$ cat config.mk
export PLATFORM = sky130hd
export DESIGN_NAME = timer_table_with_wrap
export DESIGN_NICKNAME = d
export VERILOG_FILES = /design/src/rtl/tmr_pkg.sv /design/src/rtl/tmr_slot_mem.sv /design/src/rtl/tmr_slot_upd.sv /design/src/rtl/timer_table_with_wrap.sv
export SDC_FILE = /design/constraint.sdc
export NUM_CORES = 2
export LEC_CHECK = 0
export ABC_AREA = 1
export BUFFER_PORTS_ARGS = -buffer_cell sky130_fd_sc_hd__buf_2
export CAP_MARGIN = 30
export CORE_ASPECT_RATIO = 0.9
export CORE_MARGIN = 10
export CORE_UTILIZATION = 38
export CTS_BUF_LIST = sky130_fd_sc_hd__clkbuf_8
export DETAILED_ROUTE_END_ITERATION = 16
export PLACE_DENSITY_LB_ADDON = 0.2
export SLEW_MARGIN = 20
export SYNTH_ARGS = -nofsm -noshare
export SYNTH_HDL_FRONTEND = slang
export SYNTH_SLANG_ARGS = --single-unit
$ cat constraint.sdc
create_clock -name clk_i -period 21.1 [get_ports clk_i]
set_input_delay 4.22 -clock clk_i [delete_from_list [all_inputs] [get_ports clk_i]]
set_output_delay 4.22 -clock clk_i [all_outputs]
set_load 0.005 [all_outputs]
$ cat src/rtl/tmr_pkg.sv
// shared types and codes for the timer table
`timescale 1ns / 1ps
`default_nettype none
package tmr_pkg;

  typedef enum logic [2:0] {
    KIND_TICK   = 3'd0,
    KIND_ATTACH = 3'd1,
    KIND_DETACH = 3'd2,
    KIND_SET    = 3'd3,
    KIND_POLL   = 3'd4
  } kind_e;

  typedef enum logic [1:0] {
    ST_IDLE,
    ST_OP,
    ST_SWEEP
  } state_e;

  typedef struct packed {
    logic [2:0]  kind;
    logic [3:0]  slot;
    logic [31:0] value;
  } tmr_in_t;

  typedef struct packed {
    logic        fired;
    logic [31:0] now_time;
  } tmr_out_t;

  typedef struct packed {
    kind_e kind;
    logic  wrapped;
  } tmr_ctrl_t;

endpackage
`default_nettype wire

$ cat src/rtl/tmr_slot_mem.sv
// slot state memory with per-entry valid bits and registered read
`timescale 1ns / 1ps
`default_nettype none
module tmr_slot_mem #(
  parameter int SLOTS = 16,
  parameter int EW    = 67,
  parameter int SW    = 4
) (
  input  wire logic          clk_i,
  input  wire logic          rst_ni,
  input  wire logic [SW-1:0] raddr_i,
  output logic      [EW-1:0] rdata_o,
  input  wire logic          we_i,
  input  wire logic [SW-1:0] waddr_i,
  input  wire logic [EW-1:0] wdata_i
);
  import tmr_pkg::*;

  logic [EW-1:0] mem_q [SLOTS];
  logic [SLOTS-1:0] vld_q;
  logic [EW-1:0] rd_q;
  logic rd_vld_q;

  always_ff @(posedge clk_i) begin
    if (we_i) begin
      mem_q[waddr_i] <= wdata_i;
    end
    rd_q <= mem_q[raddr_i];
  end

  always_ff @(posedge clk_i or negedge rst_ni) begin
    if (!rst_ni) begin
      vld_q    <= '0;
      rd_vld_q <= 1'b0;
    end else begin
      if (we_i) begin
        vld_q[waddr_i] <= 1'b1;
      end
      rd_vld_q <= vld_q[raddr_i];
    end
  end

  // an entry never written since reset reads as cleared
  assign rdata_o = rd_vld_q ? rd_q : '0;

endmodule
`default_nettype wire

$ cat src/rtl/tmr_slot_upd.sv
// read-modify-write update of one slot entry
`timescale 1ns / 1ps
`default_nettype none
module tmr_slot_upd #(
  parameter int TW = 32
) (
  input  wire tmr_pkg::tmr_ctrl_t ctrl_i,
  input  wire logic [TW-1:0]      now_i,
  input  wire logic [TW-1:0]      value_i,
  input  wire logic [2*TW+2:0]    entry_i,
  output logic      [2*TW+2:0]    entry_o,
  output logic                    fired_o
);
  import tmr_pkg::*;

  logic          att, expf, wp;
  logic [TW-1:0] dl, iv;
  logic          att_n, exp_n, wp_n;
  logic [TW-1:0] dl_n, iv_n;
  logic [TW-1:0] rs_iv, rs_dl;
  logic          wp_t;

  assign att = entry_i[2*TW+2];
  assign expf = entry_i[2*TW+1];
  assign wp  = entry_i[2*TW];
  assign dl  = entry_i[2*TW-1:TW];
  assign iv  = entry_i[TW-1:0];

  // restart uses the new interval on a set
  assign rs_iv = (ctrl_i.kind == KIND_SET) ? value_i : iv;
  assign rs_dl = now_i + rs_iv;

  always_comb begin
    att_n   = att;
    exp_n   = expf;
    wp_n    = wp;
    dl_n    = dl;
    iv_n    = iv;
    fired_o = 1'b0;
    wp_t    = wp;
    case (ctrl_i.kind)
      KIND_TICK: begin
        if (att && !expf) begin
          if (ctrl_i.wrapped && !wp) begin
            exp_n = 1'b1;
          end else begin
            if (ctrl_i.wrapped) begin
              wp_t = 1'b0;
            end
            wp_n = wp_t;
            if (!wp_t && now_i >= dl) begin
              exp_n = 1'b1;
            end
          end
        end
      end
      KIND_ATTACH: begin
        att_n = 1'b1;
        exp_n = 1'b1;
        wp_n  = 1'b0;
        dl_n  = '0;
        iv_n  = '0;
      end
      KIND_DETACH: begin
        att_n = 1'b0;
        exp_n = 1'b0;
        wp_n  = 1'b0;
        dl_n  = '0;
        iv_n  = '0;
      end
      KIND_SET: begin
        if (att) begin
          iv_n  = value_i;
          dl_n  = rs_dl;
          exp_n = 1'b0;
          wp_n  = !(rs_dl > now_i);
        end
      end
      KIND_POLL: begin
        if (att && expf) begin
          dl_n    = rs_dl;
          exp_n   = 1'b0;
          wp_n    = !(rs_dl > now_i);
          fired_o = 1'b1;
        end
      end
      default: begin
      end
    endcase
  end

  assign entry_o = {att_n, exp_n, wp_n, dl_n, iv_n};

endmodule
`default_nettype wire

$ cat src/rtl/timer_table_with_wrap.sv
// top level of the timer table with a shared wrapping time counter
`timescale 1ns / 1ps
`default_nettype none
// Timer table: SLOTS timer slots share one TIME_WIDTH-bit wrapping counter.
// Slot state lives in a single-port-write memory with a registered read. A tick
// with a nonzero step walks every slot through a read-modify-write pipeline,
// staying busy until the last slot is written back. Attach, detach, set and
// poll touch one entry and are busy while it is written back. A zero-step
// tick, an unused kind or a one-entry command with an out-of-range slot
// answers on the next cycle without going busy. Each result is shown for one
// cycle on valid_o and cannot be held off by the receiver.
module timer_table_with_wrap #(
  parameter int SLOTS      = 16,
  parameter int TIME_WIDTH = 32
) (
  input  wire logic             clk_i,
  input  wire logic             rst_ni,
  input  wire logic             start,
  output logic                  busy,
  input  wire tmr_pkg::tmr_in_t in_i,
  output logic                  valid_o,
  output tmr_pkg::tmr_out_t     out_o
);
  import tmr_pkg::*;

  localparam int TW = TIME_WIDTH;
  localparam int EW = 2 * TW + 3;
  localparam int SW = (SLOTS > 1) ? $clog2(SLOTS) : 1;
  localparam int CW = $clog2(SLOTS + 1);

  state_e        state_q, state_d;
  tmr_in_t       cmd_q, cmd_d;
  logic [TW-1:0] time_q, time_d;
  logic          wrap_q, wrap_d;
  logic [CW-1:0] cnt_q, cnt_d;
  logic          valid_q, valid_d;
  tmr_out_t      out_q, out_d;

  logic [SW-1:0] raddr, waddr;
  logic          we;
  logic [EW-1:0] rdata, wdata;
  tmr_ctrl_t     ctrl;
  logic          upd_fired;
  logic [TW-1:0] in_val, cmd_val;
  logic [63:0]   in_v64, cmd_v64, time64;
  logic          slot_ok;

  assign in_v64  = 64'(in_i.value);
  assign in_val  = in_v64[TW-1:0];
  assign cmd_v64 = 64'(cmd_q.value);
  assign cmd_val = cmd_v64[TW-1:0];
  assign time64  = 64'(time_d);
  assign slot_ok = 9'(in_i.slot) < 9'(SLOTS);

  tmr_slot_mem #(
    .SLOTS (SLOTS),
    .EW    (EW),
    .SW    (SW)
  ) u_mem (
    .clk_i   (clk_i),
    .rst_ni  (rst_ni),
    .raddr_i (raddr),
    .rdata_o (rdata),
    .we_i    (we),
    .waddr_i (waddr),
    .wdata_i (wdata)
  );

  tmr_slot_upd #(
    .TW (TW)
  ) u_upd (
    .ctrl_i  (ctrl),
    .now_i   (time_q),
    .value_i (cmd_val),
    .entry_i (rdata),
    .entry_o (wdata),
    .fired_o (upd_fired)
  );

  always_ff @(posedge clk_i or negedge rst_ni) begin
    if (!rst_ni) begin
      state_q <= ST_IDLE;
      time_q  <= '0;
      wrap_q  <= 1'b0;
      cnt_q   <= '0;
      valid_q <= 1'b0;
    end else begin
      state_q <= state_d;
      time_q  <= time_d;
      wrap_q  <= wrap_d;
      cnt_q   <= cnt_d;
      valid_q <= valid_d;
    end
  end

  always_ff @(posedge clk_i) begin
    cmd_q <= cmd_d;
    out_q <= out_d;
  end

  always_comb begin
    state_d      = state_q;
    cmd_d        = cmd_q;
    time_d       = time_q;
    wrap_d       = wrap_q;
    cnt_d        = cnt_q;
    valid_d      = 1'b0;
    out_d        = out_q;
    raddr        = SW'(in_i.slot);
    waddr        = SW'(cmd_q.slot);
    we           = 1'b0;
    ctrl.kind    = kind_e'(cmd_q.kind);
    ctrl.wrapped = wrap_q;
    case (state_q)
      ST_IDLE: begin
        if (start) begin
          cmd_d = in_i;
          if (in_i.kind == KIND_TICK && in_val != '0) begin
            time_d  = time_q + in_val;
            wrap_d  = !(time_d > time_q);
            cnt_d   = '0;
            state_d = ST_SWEEP;
          end else if (in_i.kind inside {KIND_ATTACH, KIND_DETACH, KIND_SET, KIND_POLL} &&
                       slot_ok) begin
            state_d = ST_OP;
          end else begin
            valid_d        = 1'b1;
            out_d.fired    = 1'b0;
            out_d.now_time = time64[31:0];
          end
        end
      end
      ST_OP: begin
        we             = 1'b1;
        valid_d        = 1'b1;
        out_d.fired    = upd_fired;
        out_d.now_time = time64[31:0];
        state_d        = ST_IDLE;
      end
      ST_SWEEP: begin
        // read slot cnt while writing back slot cnt-1
        ctrl.kind = KIND_TICK;
        raddr     = cnt_q[SW-1:0];
        waddr     = SW'(cnt_q - 1'b1);
        we        = (cnt_q != '0);
        if (cnt_q == CW'(SLOTS)) begin
          valid_d        = 1'b1;
          out_d.fired    = 1'b0;
          out_d.now_time = time64[31:0];
          state_d        = ST_IDLE;
        end else begin
          cnt_d = cnt_q + 1'b1;
        end
      end
      default: begin
        state_d = ST_IDLE;
      end
    endcase
  end

  assign busy    = (state_q != ST_IDLE);
  assign valid_o = valid_q;
  assign out_o   = out_q;

endmodule
`default_nettype wire
==> results by group <==
Placed design
  – Gpl congestion: 0.906
  – Port Buffers: 76
  – HPWL Detailed: 98900 um
  – Placement-stage cell area: 0.0593 mm^2

Drt
  – Residual DRC: 0
  – Drt pass-1 iters: 6
  – Final wirelength: 174000 um
  – Antenna viol nets, final: 0
  – Vias: 40000
  – Drt via density: 5.52
  – Post-DR wirelength/cell: 24.0 um
  – DR iter-0 viols: 3953

Floorplan
  – # rows: 134
  – Die Width: 427 um
  – Initial Util: 38.2%
  – Die area: 0.165 mm^2
  – I/O pin cnt: 77
  – Core box area: 0.148 mm^2
  – Die Y: 386 um

Worst setup path
  – Required time worst endpoint: 21.94 ns
  – CP Cell Sequence: buf_2, nand2_8, nand2_8, buf_12, buf_4, buf_4, buf_16, a21oi_1, o21ai_0, o21ai_0, o221ai_1, nand2_1
  – CP Class: in2reg
  – Worst path max stage delay: 0.80 ns
  – Critical Path Start: in_i[32]
  – R2R depth: 32
  – Reg-to-Reg Start: state_q[0]
  – CP Max Fanout: 260
  – Setup crit end: u_mem.rd_q[19]
  – Critical Path Start Type: input port
  – CP endpoint kind: flip-flop
  – CP arrival: 8.65 ns
  – Worst-path cell with the longest stage delay: buf_4
  – Flop2flop setup slack: 14.81 ns
  – R2R Path End: u_mem.mem_q[6][64]

Timing
  – Worst-Margin Slew: 1.13 ns
  – Min Tclk post-route: 7.81 ns
  – Final setup fails: 0
  – Final Max Tran Viols: 0
  – Max Fclk: 0.128 GHz
  – Crit share post-route: 37.0%
  – Setup TNS: 0 ns
  – Rel. slew slack: 25.0%
  – Clock Skew: 0.0601 ns
  – RSZ-0062 raised after global routing: no
  – Final Hold Viols: 0

Final layout
  – P&R area growth vs syn: 12.3%
  – Design Area, Final: 0.0635 mm^2
  – Fillers: 14000
  – Fin nets: 5301
  – Layout cells sized above 1: 10.3%
  – Final core utilization: 42.9%

Synthesis
  – Avg Synthesized Cell Area: 11.3 um^2
  – Post-synthesis cell type count: 50
  – Synth top area share: 60.7%
  – Cell Area, Synth: 0.0566 mm^2
  – Synth Flop Type: edfxtp_1
  – Post-synth EDFFs: 1144
  – Cells after Synth: 4988
  – Synth area leaders: edfxtp_1 (61%), o21ai_0 (6.2%), a21oi_1 (6.0%)
  – Ys Warns: 0
  – Asr flop ratio synth: 4.57%
  – Yosys reg bits: 1269
  – Syn nets: 5198
  – Sequential fraction of the synthesis area: 65.7%
  – Leading area contributor after synthesis: edfxtp_1

Clocking
  – Worst skew pair latency: 0.97 ns
  – TritonCTS buffer count: 209
  – Clk sinks: 1269
  – H-Tree Depth: 4
  – # resized after CTS: 0
  – Post CTS Setup Buffer Count: 0
  – Clock slew at reported path FFs: 0.06 ns
  – Hold_buf cts: 0
  – Max Root-Sink Buffers: 3
  – CTS tree: yes
  – CTS root buffer: clkbuf_8

Global routing
  – First-pass GRT wire length: 253000 um
  – Largest net degree at the start of global routing: 261
  – Vias in the first global route: 37600
  – Total GRT Usage: 20.6%
  – Antenna violations before repair: 5
  – Gr ovfl total: 0

Pwr
  – Leak Pwr: 0.0230 uW
  – PwrDens: 127 mW/mm^2
  – VDD IR max: 0.0869 mV

Outcome
  – Outcome: complete, no violations

Run
  – Max_cap viols: 0

Min path
  – Min-Delay Path Class: reg2reg
## sequential cells by signal, indices dropped and copies added (netlist names), 2 cells and up
signal,count
cmd_q,7
cmd_val,32
cnt_q,5
out_o,33
state_q,2
time_q,32
u_mem.mem_q,1072
u_mem.rd_q,67
u_mem.vld_q,16
## area by class of cell
| type | count | area, um^2 | share of cell area [%] |
|---|---|---|---|
| diodes | 1 | 2.50 | 0.00394 |
| clock buffers | 235 | 3230 | 5.09 |
| clock inverters | 160 | 922 | 1.45 |
| inverters | 327 | 1240 | 1.96 |
| multi-input cells | 3088 | 17100 | 26.8 |
| flip-flops and latches | 1269 | 37100 | 58.5 |
| well taps | 1972 | 2470 | 3.88 |
| repair buffers | 196 | 1450 | 2.28 |
## worst max-delay path, delay by kind of cell
kind,cells,cell delay (ns)
compound gates,4,0.52
buf+inv,5,2.54
simple gates,3,1.02
## cell usage after synthesis, types with 4 or more instances
master    number
o211ai_1     100
or2_2          7
and2_1        12
ha_1         166
nand3b_1      15
dfxtp_1       67
nand2_1      556
a21o_1        13
a31oi_1        6
inv_1        316
inv_2          9
or2_1          6
clkbuf_2       4
buf_1          5
o21ai_0      700
nor2_1       295
nand3_1       94
dfrtp_1       58
buf_4          9
o22ai_1       10
xnor2_1       11
nor4_1        23
clkbuf_1     200
nand4_1       16
o221ai_1      71
o21bai_1       4
buf_2         83
edfxtp_1    1144
o32ai_1       65
o21a_1         7
o21ai_1       94
nor3_1        86
a21oi_1      675
xor2_1        34
## per-layer routing
metal	routed length (um)	global-route usage, %	vias up
li1	-	-	18600
met1	79000	29.4	19800
met2	76400	30.9	1415
met3	13300	4.27	291
met4	5240	7.21	4
met5	27	0	-
## cells in the final DEF, fill, tap and decap left out, types with 6 or more instances in the layout
master / Yosys / final
nand3_1: 94 / 94
inv_1: 316 / 399
bufinv_16: 0 / 7
inv_2: 9 / 7
nand4_1: 16 / 16
and2_1: 12 / 12
xor2_1: 34 / 34
nor3_1: 86 / 86
edfxtp_1: 1144 / 1144
o211ai_1: 100 / 100
dfxtp_1: 67 / 67
o221ai_1: 71 / 71
buf_4: 9 / 108
xnor2_1: 11 / 11
o21a_1: 7 / 7
o32ai_1: 65 / 65
buf_12: 0 / 7
nand2_1: 556 / 555
nand3b_1: 15 / 15
a21o_1: 13 / 13
nor2_4: 2 / 13
nor2_1: 295 / 283
a31oi_1: 6 / 6
clkbuf_8: 0 / 235
buf_2: 83 / 77
or2_1: 6 / 6
clkinv_2: 0 / 34
o22ai_1: 10 / 10
o21ai_1: 94 / 93
a21oi_1: 675 / 675
or2_2: 7 / 7
dfrtp_1: 58 / 57
o21ai_0: 700 / 695
ha_1: 166 / 166
nor4_1: 23 / 18
clkinv_1: 0 / 21
## power by group
part	total [uW]	switching [uW]	internal (uW)
combinational	2580	1800	784
sequential	3360	177	3180
clock	2130	1020	1110
total	8070	2990	5080
## worst min-delay path by stage
| stage | start | end | slack [ns] | cells after the start |
|---|---|---|---|---|
| 4_1_cts | u_mem.vld_q[9] | u_mem.vld_q[9] | 0.46 | 2 |
| 5_1_grt | u_mem.vld_q[12] | u_mem.vld_q[12] | 0.48 | 1 |
| 2_1_floorplan | u_mem.vld_q[11] | u_mem.vld_q[11] | 0.43 | 2 |
| 3_5_place_dp | u_mem.vld_q[12] | u_mem.vld_q[12] | 0.45 | 1 |
| 6_report | u_mem.vld_q[9] | u_mem.vld_q[9] | 0.46 | 2 |
| 3_3_place_gp | u_mem.vld_q[9] | u_mem.vld_q[9] | 0.44 | 2 |
## per-stage QoR
stage	cells	power, uW	setup WS (ns)	hold slack [ns]
finish	7248	8070	13.29	0.459
global route	7248	8570	12.94	0.477
CTS	7245	8110	13.23	0.461
detailed placement	6850	5960	12.16	0.446
global placement	6837	5920	12.24	0.442
floorplan	4988	5010	12.63	0.427
## kinds of logic (layout without fill, tap and decap cells)
logic type      Yosys count  in the layout  share of synthesized area [%]
xor+xnor                 45             45                          0.697
buf+inv                 631            918                           4.49
fa+ha+maj               168            168                           3.74
other cells               0              1                              0
flops                  1269           1269                           65.7
compound gates         1750           1750                           17.0
simple gates           1125           1125                           8.38
No activity file was read; power rests on OpenSTA's default activity.
